### config.mk
export PLATFORM = sky130hd
export DESIGN_NAME = glzw_pack
export DESIGN_NICKNAME = d
export VERILOG_FILES = /design/src/hw/rtl/glzw_pkg.sv /design/src/hw/rtl/glzw_pack.sv
export SDC_FILE = /design/constraint.sdc
export NUM_CORES = 1
export LEC_CHECK = 0
export BUFFER_PORTS_ARGS = -buffer_cell sky130_fd_sc_hd__buf_4
export CORE_MARGIN = 4
export CORE_UTILIZATION = 53
export DETAILED_ROUTE_END_ITERATION = 10
export PLACE_DENSITY = 0.79
export SYNTH_ARGS = -nofsm -noshare
export SYNTH_HDL_FRONTEND = slang
export SYNTH_SLANG_ARGS = --single-unit
### constraint.sdc
create_clock -name clk -period 15.41 [get_ports clk]
set_input_delay 0 -clock clk [delete_from_list [all_inputs] [get_ports clk]]
set_output_delay 0 -clock clk [all_outputs]
set_load 0.01 [all_outputs]
### src/hw/rtl/glzw_pkg.sv
// Shared types and constants for the GIF LZW code stream encoder.
// Defines the code group handed from the dictionary engine to the bit packer.
// No dependencies.
package glzw_pkg;

  localparam int CODE_W     = 12;  // widest LZW code the GIF format allows
  localparam int CWID_W     = 4;   // holds a code width of up to CODE_W bits
  localparam int CFG_W      = 4;   // width of the min_code_size register
  localparam int PIX_W      = 8;   // palette index width
  localparam int BYTE_W     = 8;
  localparam int CLR_W      = 9;   // holds the clear code plus two at the largest root size
  localparam int EPOCH_W    = 8;

  // One item yields at most four codes: prefix, clear, prefix, end.
  localparam int SLOTS      = 4;
  localparam int SLOT_SEL_W = 2;
  localparam int SLOT_IDX_W = 3;   // counts 0..SLOTS

  // Packer accumulator: seven leftover bits plus every code of one item.
  localparam int ACC_W      = (BYTE_W - 1) + SLOTS * CODE_W;
  localparam int CNT_W      = 6;

  localparam int                 MCS_RESET = 8;
  localparam logic [CFG_W-1:0]   MCS_MIN   = 4'd2;
  localparam logic [CFG_W-1:0]   MCS_MAX   = 4'd8;

  typedef struct packed {
    logic [CODE_W-1:0] code;
    logic [CWID_W-1:0] width;
  } code_slot_t;

  typedef struct packed {
    logic                  drop;   // discard leftover bits before the first code
    logic                  flush;  // pad and send the partial byte after the last code
    logic [SLOT_IDX_W-1:0] count;  // number of valid slots, slot 0 first
    code_slot_t [SLOTS-1:0] slot;
  } code_group_t;

endpackage

### src/hw/rtl/glzw_pack.sv
// Bit packer: queues code groups, packs codes LSB first and sends bytes.
// Depends on glzw_pkg for the code group type and accumulator sizes.
module glzw_pack (
  input  logic                 clk,
  input  logic                 rst,
  input  logic                 grp_valid,
  input  glzw_pkg::code_group_t grp,
  output logic                 grp_space,
  output logic                 out_valid,
  input  logic                 out_ready,
  output logic [7:0]           out_byte,
  output logic                 last_of_item,
  output logic                 end_of_stream
);
  import glzw_pkg::*;

  localparam int FIFO_DEPTH = 4;
  localparam int PTR_W      = 2;

  code_group_t            fifo [FIFO_DEPTH];
  logic [PTR_W-1:0]       wr_ptr;
  logic [PTR_W-1:0]       rd_ptr;
  logic [PTR_W:0]         fill;

  code_group_t            head;
  code_slot_t             cur_slot;
  logic [SLOT_IDX_W-1:0]  idx;
  logic [SLOT_IDX_W-1:0]  idx_next;
  logic [ACC_W-1:0]       acc;
  logic [ACC_W-1:0]       acc_next;
  logic [CNT_W-1:0]       cnt;
  logic [CNT_W-1:0]       cnt_next;
  logic [ACC_W-1:0]       base_acc;
  logic [CNT_W-1:0]       base_cnt;
  logic [CODE_W-1:0]      code_mask;
  logic                   can_out;
  logic                   pop;
  logic                   emit;
  logic                   emit_last;

  assign head      = fifo[rd_ptr];
  assign cur_slot  = head.slot[idx[SLOT_SEL_W-1:0]];
  assign grp_space = (fill != (PTR_W+1)'(FIFO_DEPTH));
  assign can_out   = !out_valid || out_ready;

  // Head group codes are absorbed first, one per cycle; bytes then drain one
  // per cycle unless stalled, so each group's final byte is known when sent.
  always_comb begin
    idx_next  = idx;
    acc_next  = acc;
    cnt_next  = cnt;
    pop       = 1'b0;
    emit      = 1'b0;
    emit_last = 1'b0;
    base_acc  = (idx == '0 && head.drop) ? '0 : acc;
    base_cnt  = (idx == '0 && head.drop) ? '0 : cnt;
    code_mask = CODE_W'(((CODE_W+1)'(1) << cur_slot.width) - (CODE_W+1)'(1));
    if (fill != '0) begin
      if (idx < head.count) begin
        acc_next = base_acc | (ACC_W'(cur_slot.code & code_mask) << base_cnt);
        cnt_next = base_cnt + CNT_W'(cur_slot.width);
        idx_next = idx + SLOT_IDX_W'(1);
        if (idx_next == head.count && cnt_next < CNT_W'(BYTE_W) &&
            !(head.flush && cnt_next != '0)) begin
          pop = 1'b1;
        end
      end else if (cnt >= CNT_W'(BYTE_W)) begin
        if (can_out) begin
          emit      = 1'b1;
          emit_last = (cnt < CNT_W'(2 * BYTE_W)) && (!head.flush || cnt == CNT_W'(BYTE_W));
          acc_next  = acc >> BYTE_W;
          cnt_next  = cnt - CNT_W'(BYTE_W);
          pop       = emit_last;
        end
      end else if (head.flush && cnt != '0) begin
        if (can_out) begin
          emit      = 1'b1;
          emit_last = 1'b1;
          acc_next  = '0;
          cnt_next  = '0;
          pop       = 1'b1;
        end
      end else begin
        pop = 1'b1;
      end
    end
    if (pop) begin
      idx_next = '0;
    end
  end

  always_ff @(posedge clk) begin
    if (rst) begin
      wr_ptr <= '0;
      rd_ptr <= '0;
      fill   <= '0;
      idx    <= '0;
      acc    <= '0;
      cnt    <= '0;
    end else begin
      if (grp_valid) begin
        wr_ptr <= wr_ptr + PTR_W'(1);
      end
      if (pop) begin
        rd_ptr <= rd_ptr + PTR_W'(1);
      end
      fill <= fill + (PTR_W+1)'(grp_valid) - (PTR_W+1)'(pop);
      idx  <= idx_next;
      acc  <= acc_next;
      cnt  <= cnt_next;
    end
  end

  always_ff @(posedge clk) begin
    if (grp_valid) begin
      fifo[wr_ptr] <= grp;
    end
  end

  always_ff @(posedge clk) begin
    if (rst) begin
      out_valid <= 1'b0;
    end else if (emit) begin
      out_valid <= 1'b1;
    end else if (out_ready) begin
      out_valid <= 1'b0;
    end
  end

  always_ff @(posedge clk) begin
    if (emit) begin
      out_byte      <= acc[BYTE_W-1:0];
      last_of_item  <= emit_last;
      end_of_stream <= emit_last && head.flush;
    end
  end

endmodule

* Word-level counts from Yosys, hierarchy flattened *
Memory sizes are Yosys's and may differ from the RTL's. A register that Yosys moved wholly into a read port is not among the register bits.
Cells that the tools add are included.

word-level totals
  memories kept = 1
  output and inout port bits = 12
  bits in writable memories = 276
  word-level logic and storage cells = 88
  bits of input ports = 73
  flip-flop bits (word level) = 82
  latch bits = 0
  bits in read-only memories = 0

cells by class
  eq/ne operators = 5
  add/subtract/negate cells = 8
  reductions and logical operators = 21
  order comparisons = 5
  bitwise operators = 2
  $mul = 0
  shift-type cells = 2
  multiplexer cells = 34
  divide/modulo/power cells = 0

memory list
  name  depth  width  read ports  clocked after memory_dff  write ports  line             source
  fifo  4      69     1           1                         1            glzw_pack.sv:20  code_group_t fifo [FIFO_DEPTH];

operator list
  kind                                                                                 number
  55-bit two-way mux                                                                   6
  55-bit bitwise OR                                                                    1
  12-bit by 6-bit left shift with 55-bit output                                        1
  6-bit two-way mux                                                                    6
  16-bit binary-select mux with 2-bit select                                           1
  1-bit two-way mux                                                                    18
  16-bit two-way mux                                                                   1
  12-bit bitwise AND                                                                   1
  6-bit nonzero test                                                                   2
  1-bit by 4-bit left shift with 12-bit output, first input constant                   1
  12-bit by 2-bit subtractor with 12-bit output, second input constant                 1
  3-bit inequality test, second input constant                                         3
  1-bit logical AND                                                                    7
  6-bit by 4-bit adder with 6-bit output                                               1
  6-bit by 4-bit equality test with 1-bit output, second input constant                1
  6-bit by 4-bit greater-or-equal comparator with 1-bit output, second input constant  1
  6-bit by 4-bit less-than comparator with 1-bit output, second input constant         1
  6-bit by 5-bit less-than comparator with 1-bit output, second input constant         1
  3-bit nonzero test                                                                   2
  6-bit by 4-bit subtractor with 6-bit output, second input constant                   1
  2-bit by 1-bit adder with 2-bit output, second input constant                        2
  2-bit two-way mux                                                                    2
  4-bit AND reduction                                                                  1
  3-bit by 1-bit adder with 3-bit output                                               1
  other kinds (11)                                                                     14

* Depth between registers and ports, before layout *
Gate-level depths: netlist of the first run.

  depth after elaboration = 13
  gate-level depth with buffers = 26
  gate-level depth less buffers = 22

* Least setup slack after synthesis of the first run *
OpenSTA, ideal clock, no wires.

  path type = flip-flop to flip-flop
  start point = register idx[1]
  end point = register fill[2]
  required time = 15282 ps
  slack = 10441 ps
  period minus slack after synthesis = 4969 ps
  setup time = 128 ps
  buffers on the path = 4
  stages on the path, launching flop included = 27
  data arrival time = 4841 ps
  path through = dfxtp_1 > clkbuf_1 > inv_2 > buf_4 > ha_1 > inv_1 > a211o_1 > o21ai_2 > inv_1 > buf_6 > buf_6 > ha_1 > ha_1 > a31oi_1 > xnor2_1 > o31ai_1 > a21oi_1 > or3_1 > nor3_4 > ha_1 > inv_1 > ha_1 > inv_1 > fa_1 > xor2_1 > xnor2_1 > nor2_1

on the way
  cells in the longest elaborated chain, start to end = 12
  elaborated cells between the ends (all ways) = 19
  classes of those cells = add/sub: 3; order compare: 2; eq/ne: 1; mux: 6; reduce/logical: 7

ends and longest elaborated chain
  element                                                                         line              source
  start: declaration                                                              glzw_pack.sv:27   logic [SLOT_IDX_W-1:0] idx;
  start signal: assignment                                                        glzw_pack.sv:108  idx <= idx_next;
  branches (longest 9 deep; another with 6-bit by 4-bit adder with 6-bit output)  -
  1-bit two-way mux (*)                                                           glzw_pack.sv:59   if (idx < head.count) begin
  1-bit two-way mux (*)                                                           glzw_pack.sv:58   if (fill != '0) begin
  net pop                                                                         glzw_pack.sv:37   logic pop;
  3-bit by 1-bit subtractor with 3-bit output (*)                                 glzw_pack.sv:107  fill <= fill + (PTR_W+1)'(grp_valid) - (PTR_W+1)'(pop);
  end signal: assignment                                                          glzw_pack.sv:107
  end: declaration                                                                glzw_pack.sv:23   logic [PTR_W:0] fill;

Mark *: on every way through the listed nets, which the timed path passes. The select of a mux whose other input is x is not followed.
A chain may end at the register's enable or synchronous reset.

* Worst setup path in the final report of the first run *
  start point = register idx[0]
  end point = register fill[2]

The elaborated chain is that of the path after synthesis.

==> results.json, run 1 <==
{
  "status": "finished, final reports clean",
  "clock_path_buffers": 3,
  "max_slew_margin_pct": 22.4,
  "postPlaceCellArea_sq_um": 17000,
  "core-area_sq_um": 30000,
  "hold_path_depth": 2,
  "ys_seq_area_share_pct": 61.8,
  "die_h_um": 183,
  "grt_max_degree": 70,
  "setup_viol": 0,
  "final_nets": 1368,
  "critical_path_arrival_ns": 7.13,
  "synth-seq-cells": 360,
  "syn_to_final_growth_pct": 16.0,
  "stdcell_count": 1695,
  "slew_violations": 0,
  "port_buffers": 84,
  "p_total_mw": 3.35,
  "antenna_left": 0,
  "syn_area_per_cell_sq_um": 14.4,
  "synthCells": 1136,
  "antenna_found_initial": 2,
  "power_density_nw_per_um2": 177,
  "firstDrtPassIters": 7,
  "fin_tns_setup_ns": 0,
  "asyncSetResetFlopFracSynth_pct": 0,
  "hpwl_um": 24700,
  "ios": 85,
  "hold_viol": 0,
  "htree_levels": 2,
  "wl_per_cell_um": 23.9,
  "period_share_pct": 43.8,
  "vias_per_cell": 6.42,
  "num_vias": 10884,
  "setup_slack_ns": 8.66,
  "grt_pass1_vias": 10854,
  "gp_congestion": 0.973,
  "maxCapViolations": 0,
  "grt-ovfl-total": 0,
  "finalInstanceArea_sq_um": 18900,
  "row_count": 63,
  "drive_gt1_share_pct": 17.9,
  "synth_flop_cell": "edfxtp_1",
  "placed_cells": 1554,
  "clock_sinks": 360,
  "yosys-top-cells-area": "edfxtp_1 (53%), dfxtp_1 (9.1%), mux4_2 (6.5%)",
  "clock_latency_ns": 0.52,
  "r2r_cells": 21,
  "path_max_fanout": 25,
  "grt_pass1_wl_um": 63300,
  "synth_top_area_share_pct": 52.7,
  "synth_edf_count": 286,
  "drc": 0,
  "grtUsageTotal_pct": 24.1,
  "fp.dieW_um": 183,
  "synth.net_count": 1228,
  "finClkSkew_ns": 0.0245,
  "initial_core_util_pct": 54.3,
  "clkSlewWorstSetupHoldPaths_ns": 0.07,
  "cts_resized": 0,
  "period_needed_ns": 6.75,
  "start_kind": "flip-flop",
  "endpoint_kind": "flip-flop",
  "total_leakage_power_nw": 6.44,
  "clockRootBuffer": "clkbuf_16",
  "yosys_warnings": 0,
  "synth_area_sq_um": 16300,
  "worstHoldPathType": "input port to flip-flop",
  "cts_tree": "done",
  "vdd_drop_max_mv": 0.107,
  "die_area_sq_um": 33600,
  "crit_type": "flip-flop to flip-flop",
  "drtIter0Drc": 1161,
  "cts_made_buffers": 37,
  "pre_cts_slack_ns": 8.75,
  "rsz0062_at_grt": "no",
  "worstMarginPinSlew_ns": 1.16,
  "yosys.area.top_type": "edfxtp_1",
  "drt-total-wl_um": 40500,
  "crit_required_ns": 15.79,
  "fmax_mhz": 148,
  "yosysUniqueCellTypes": 88
}
==> what timing repair did <==
item / 4_1_cts / 5_1_grt
hold buffers: 73 / 0
hold endpoints to repair: 296 / 0
buffers inserted: 0 / 0
==> sequential cells by signal, indices dropped and copies added, names as in the netlist, 2 cells and up, named ones only <==
| signal | count |
|---|---|
| fill | 3 |
| rd_ptr | 2 |
| acc | 55 |
| fifo | 276 |
| wr_ptr | 2 |
| out_byte | 8 |
| idx | 3 |
| cnt | 6 |
==> worst max-delay path: stages (launching register included) <==
cell	delay, ns
dfxtp_1	1.09
inv_1	0.59
ha_1	0.40
inv_1	0.07
a211oi_1	0.07
nand2_1	0.46
nand2_1	0.54
inv_1	0.52
ha_1	0.34
xnor2_1	0.16
o31ai_1	0.19
a21oi_1	0.09
or3_1	0.43
nor3_4	0.32
ha_1	0.29
inv_1	0.06
ha_1	0.14
inv_1	0.05
fa_1	0.41
xor2_1	0.18
xnor2_1	0.15
nor2_1	0.05
==> logic make-up (layout without fill, tap and decap cells) <==
kind of cell	count (synthesis)	after routing	share of synthesized area [%]
other	0	2	0
and+or+nand+nor	251	251	7.34
muxes	115	115	13.0
adders and majority gates	19	19	1.50
DFF	360	360	61.8
xor gates and xnor gates	12	12	0.645
AOI/OAI and AO/OA	289	289	12.3
buffers and inverters	90	257	3.45
==> path summary, 6_finish.rpt <==
check | from | end | slack [ns]
min | grp[26] | fifo[1][26]$_DFFE_PP_ | 0.22
min reg2reg | acc[0]$_SDFFE_PP0P_ | out_byte[0]$_DFFE_PP_ | 0.44
max | idx[0]$_SDFFE_PP0P_ | fill[2]$_SDFF_PP0_ | 8.66
max reg2reg | idx[0]$_SDFFE_PP0P_ | fill[2]$_SDFF_PP0_ | 8.66
==> area by class of cell <==
type / count / area [sq um]
antenna: 2 / 5.00
clock buffer: 40 / 937
clock inverter: 26 / 191
fill: 2125 / 11100
inverter: 25 / 93.8
multi-input combinational: 686 / 5690
sequential: 360 / 10100
tap: 390 / 488
timing repair buffer: 166 / 1430
==> Yosys cell counts (11+ instances only) <==
| cell type | number |
|---|---|
| a21oi_1 | 44 |
| edfxtp_1 | 286 |
| inv_1 | 23 |
| nand2_1 | 71 |
| a22oi_1 | 45 |
| mux2i_1 | 30 |
| clkbuf_1 | 24 |
| mux2_2 | 15 |
| nor2_1 | 69 |
| a31oi_1 | 16 |
| nor2b_1 | 12 |
| o21ai_0 | 40 |
| mux4_2 | 47 |
| ha_1 | 18 |
| and2_1 | 11 |
| buf_6 | 14 |
| nor3_1 | 19 |
| nand3_1 | 28 |
| a221oi_1 | 12 |
| mux4_1 | 21 |
| dfxtp_1 | 74 |
| o22ai_1 | 20 |
| a211oi_1 | 11 |
==> stage by stage <==
step	hold slack (ns)	utilization (%)
after global placement	0.199	56.8
after CTS	0.201	63.0
after global routing	0.221	63.0
after floorplan	0.0989	-
after detailed placement	0.203	56.8
final	0.221	63.0
==> per-layer routing <==
metal | global-route usage (%) | up-vias | share of wire [%]
li1 | - | 4859 | -
met1 | 32.8 | 5437 | 41
met2 | 39.7 | 498 | 50
met3 | 4.34 | 90 | 6.5
met4 | 7.60 | 0 | 3.1
met5 | 0 | - | 0
==> layout by cell type (no fill, tap or decap), types with 10 or more instances in the layout <==
| master | instances |
|---|---|
| edfxtp_1 | 286 |
| buf_4 | 93 |
| dlygate4sd3_1 | 73 |
| dfxtp_1 | 72 |
| nand2_1 | 71 |
| nor2_1 | 67 |
| mux4_2 | 47 |
| a22oi_1 | 45 |
| a21oi_1 | 44 |
| o21ai_0 | 40 |
| clkbuf_16 | 37 |
| mux2i_1 | 30 |
| nand3_1 | 28 |
| inv_1 | 23 |
| mux4_1 | 21 |
| o22ai_1 | 20 |
| nor3_1 | 19 |
| ha_1 | 18 |
| a31oi_1 | 16 |
| mux2_2 | 15 |
| nor2b_1 | 12 |
| a221oi_1 | 12 |
| a211oi_1 | 11 |
| clkinv_1 | 10 |
| o21ai_1 | 10 |
==> power breakdown <==
part | switching, mW | leakage (nW) | internal (mW) | total [mW]
Clock | 0.370 | 0.551 | 0.476 | 0.846
Combinational | 0.807 | 2.66 | 0.458 | 1.27
Sequential | 0.0901 | 3.23 | 1.15 | 1.24
(Power assumes the default switching activity.)
==> run 2, diff against run 1 <==
--- a/config.mk
+++ b/config.mk
@@ -5,11 +5,12 @@
 export SDC_FILE = /design/constraint.sdc
 export NUM_CORES = 1
 export LEC_CHECK = 0
+export ABC_AREA = 1
 export BUFFER_PORTS_ARGS = -buffer_cell sky130_fd_sc_hd__buf_4
 export CORE_MARGIN = 4
 export CORE_UTILIZATION = 53
 export DETAILED_ROUTE_END_ITERATION = 10
-export PLACE_DENSITY = 0.79
+export PLACE_DENSITY = 0.81
 export SYNTH_ARGS = -nofsm -noshare
 export SYNTH_HDL_FRONTEND = slang
 export SYNTH_SLANG_ARGS = --single-unit
==> constraint.sdc (replaced) <==
create_clock -name clk -period 6.1 [get_ports clk]
set_input_delay 0 -clock clk [delete_from_list [all_inputs] [get_ports clk]]
set_output_delay 0 -clock clk [all_outputs]
set_load 0.01 [all_outputs]
==> run 2 against run 1 <==
- clock skew shrank 0.0055 ns
- die area grew 0.67%
- via count grew 19%
- sequential cell count is the same
- final cell count grew 30%
- register-to-register slack lost 7.3 ns
- combinational power grew to 3.0 times the previous value
- setup slack lost 7.3 ns
- clock power grew to 2.7 times the previous value
- core utilization shrank 0.25 points
- critical endpoint unchanged
- highest routed layer unchanged
==> results.json, run 2 <==
{
  "yosys.area.top_type": "edfxtp_1",
  "p_comb_share_pct": 41.8,
  "slew_violations": 0,
  "yosys_warnings": 0,
  "num_vias": 12930,
  "power_density_nw_per_um2": 482,
  "period_share_pct": 78.2,
  "synth_commonest_cells": "nand2_1 (455), edfxtp_1 (286), nand3_1 (212), a21oi_1 (119), inv_1 (97)",
  "final_common_cell": "nand2_1",
  "ys_seq_area_share_pct": 61.3,
  "syn_area_per_cell_sq_um": 9.88,
  "ios": 85,
  "internal_power_mw": 5.45,
  "asyncSetResetFlopFracSynth_pct": 0,
  "grt_pass1_vias": 12458,
  "clockRootBuffer": "clkbuf_16",
  "mostFrequentLayoutCells": "nand2_1 (455), edfxtp_1 (286), nand3_1 (212), a21oi_1 (119), buf_4 (112)",
  "drtIter0Drc": 1426,
  "fp.dieW_um": 184,
  "grtUsageTotal_pct": 24.7,
  "endpoint_kind": "flip-flop",
  "fin_tns_setup_ns": 0,
  "synth.net_count": 1754,
  "gp_congestion": 0.972,
  "initial_core_util_pct": 53.7,
  "drt-total-wl_um": 42100,
  "grt_max_degree": 88,
  "rsz0062_at_grt": "no",
  "p_sw_mw": 3.80,
  "drc": 0,
  "crit_path_max_incr_delay_ns": 0.55,
  "synthCells": 1662,
  "clock_path_buffers": 3,
  "clock_sinks": 360,
  "drive_gt1_share_pct": 11.6,
  "path_max_fanout": 87,
  "vdd_drop_max_mv": 0.282,
  "core-area_sq_um": 30600,
  "die_h_um": 184,
  "die_area_sq_um": 33900,
  "yosysUniqueCellTypes": 56,
  "grt_pass1_wl_um": 66900,
  "grt-ovfl-total": 0,
  "clkSlewWorstSetupHoldPaths_ns": 0.06,
  "maxCapViolations": 0,
  "p_total_mw": 9.25,
  "row_count": 64,
  "largest_reg_flops": 276,
  "syn_to_final_growth_pct": 16.8,
  "vias_per_cell": 5.85,
  "cts_tree": "done",
  "cts_made_buffers": 36,
  "postCtsSetupBuffers": 0,
  "fin_util_pct": 62.7,
  "synth_top_area_share_pct": 52.3,
  "synthMostInstantiatedCell": "nand2_1",
  "start_kind": "flip-flop",
  "cts_resized": 0,
  "p_seq_share_pct": 33.5,
  "crit_required_ns": 6.57,
  "max_slew_margin_pct": 27.9,
  "synth-seq-cells": 360,
  "htree_levels": 2,
  "setup_viol": 0,
  "antenna_found_initial": 0,
  "p_sw_share_pct": 41.1,
  "crit_top_cell": "nand2_1",
  "largestRegisters": "fifo: 276 flops, acc: 55 flops, out_byte: 8 flops",
  "worstHoldPathType": "input port to flip-flop",
  "hpwl_um": 25300,
  "synth_flop_cell": "edfxtp_1",
  "hold_viol": 0,
  "wl_per_cell_um": 19.0,
  "final_nets": 1883,
  "finClkSkew_ns": 0.0191,
  "worst_hold_slack_ns": 0.212,
  "p_clk_share_pct": 24.7,
  "diodes": 0,
  "period_needed_ns": 4.77,
  "hold_buffers": 72,
  "port_buffers": 84,
  "synth_area_sq_um": 16400,
  "worstMarginPinSlew_ns": 1.08,
  "total_leakage_power_nw": 7.44,
  "slowest_stage": "buf_4",
  "crit_type": "flip-flop to flip-flop",
  "status": "finished, final reports clean",
  "antenna_left": 0,
  "firstDrtPassIters": 6,
  "top_register": "fifo",
  "critical_path_arrival_ns": 5.24,
  "synth_edf_count": 286,
  "clock_latency_ns": 0.54,
  "fmax_mhz": 210,
  "yosys-top-cells-area": "edfxtp_1 (52%), nand2_1 (10%), dfxtp_1 (9.0%)"
}
[run 2: changes by cell type in the layout (fill, tap and decap cells not counted), sizes merged, moves of 29 or more]
cell and change:
a22oi -45, nand2 +392, o21ai +40, mux2i -29, a21oi +73, mux4 -68, inv +79, nand3 +190
[run 2: cell type report]
type                       instances  area, sq um
sequential                       360        10100
multi-input combinational       1098         5410
fill                            2329        11400
inverter                         111          424
clock inverter                    15          238
clock buffer                      47          987
timing repair buffer             184         1560
tap                              396          495
[run 2: power groups by stage]
stage | clock [mW] | sequential (mW) | combinational, mW
5_1_grt | 2.42 | 3.12 | 4.29
3_3_place_gp | 0 | 3.13 | 3.66
3_5_place_dp | 0 | 3.14 | 3.73
6_report | 2.28 | 3.10 | 3.87
2_1_floorplan | 0 | 3.08 | 2.79
4_1_cts | 2.30 | 3.09 | 3.79
[run 2: worst paths after layout]
path,from,endpoint,slack (ns),depth (start not counted)
max,flip-flop,fill[2]$_SDFF_PP0_,1.33,26
min,grp[21],fifo[2][21]$_DFFE_PP_,0.21,2
max reg2reg,flip-flop,fill[2]$_SDFF_PP0_,1.33,26
min reg2reg,acc[3]$_SDFFE_PP0P_,out_byte[3]$_DFFE_PP_,0.44,0
[run 2: layer usage]
layer	share of wire, %	vias to the layer above	track usage, %
met5	0	-	0
met4	3.0	0	8.52
met3	8.4	102	3.56
met2	49	674	41.6
met1	40	6084	33.0
li1	-	6070	-
[run 2: kinds of logic (layout without fill, tap and decap cells)]
family | count (synthesis) | in the layout | synth area share (%)
xor gates and xnor gates | 7 | 7 | 0.373
adders and majority gates | 19 | 19 | 1.49
muxes | 2 | 2 | 0.122
AOI/OAI and AO/OA | 289 | 289 | 10.5
buffers and inverters | 204 | 357 | 5.77
DFF | 360 | 360 | 61.3
and+or+nand+nor | 781 | 781 | 20.5
[run 2: worst max-delay path, delay by kind of cell, from the launching register on]
kind | cells | cell delay, ns
simple gates | 11 | 1.47
flops | 1 | 0.44
compound gates | 4 | 0.44
buf+inv | 7 | 1.32
fa+ha+maj | 4 | 1.00
[run 2: per-stage QoR]
| stage | worst slack [ns] | std cells | area [sq um] |
|---|---|---|---|
| detailed placement | 1.40 | 2077 | 17200 |
| floorplan | 1.98 | 1662 | 16400 |
| finish | 1.33 | 2211 | 19200 |
| global route | 0.959 | 2211 | 19200 |
| CTS | 1.39 | 2211 | 19200 |
| global placement | 1.45 | 2077 | 17200 |
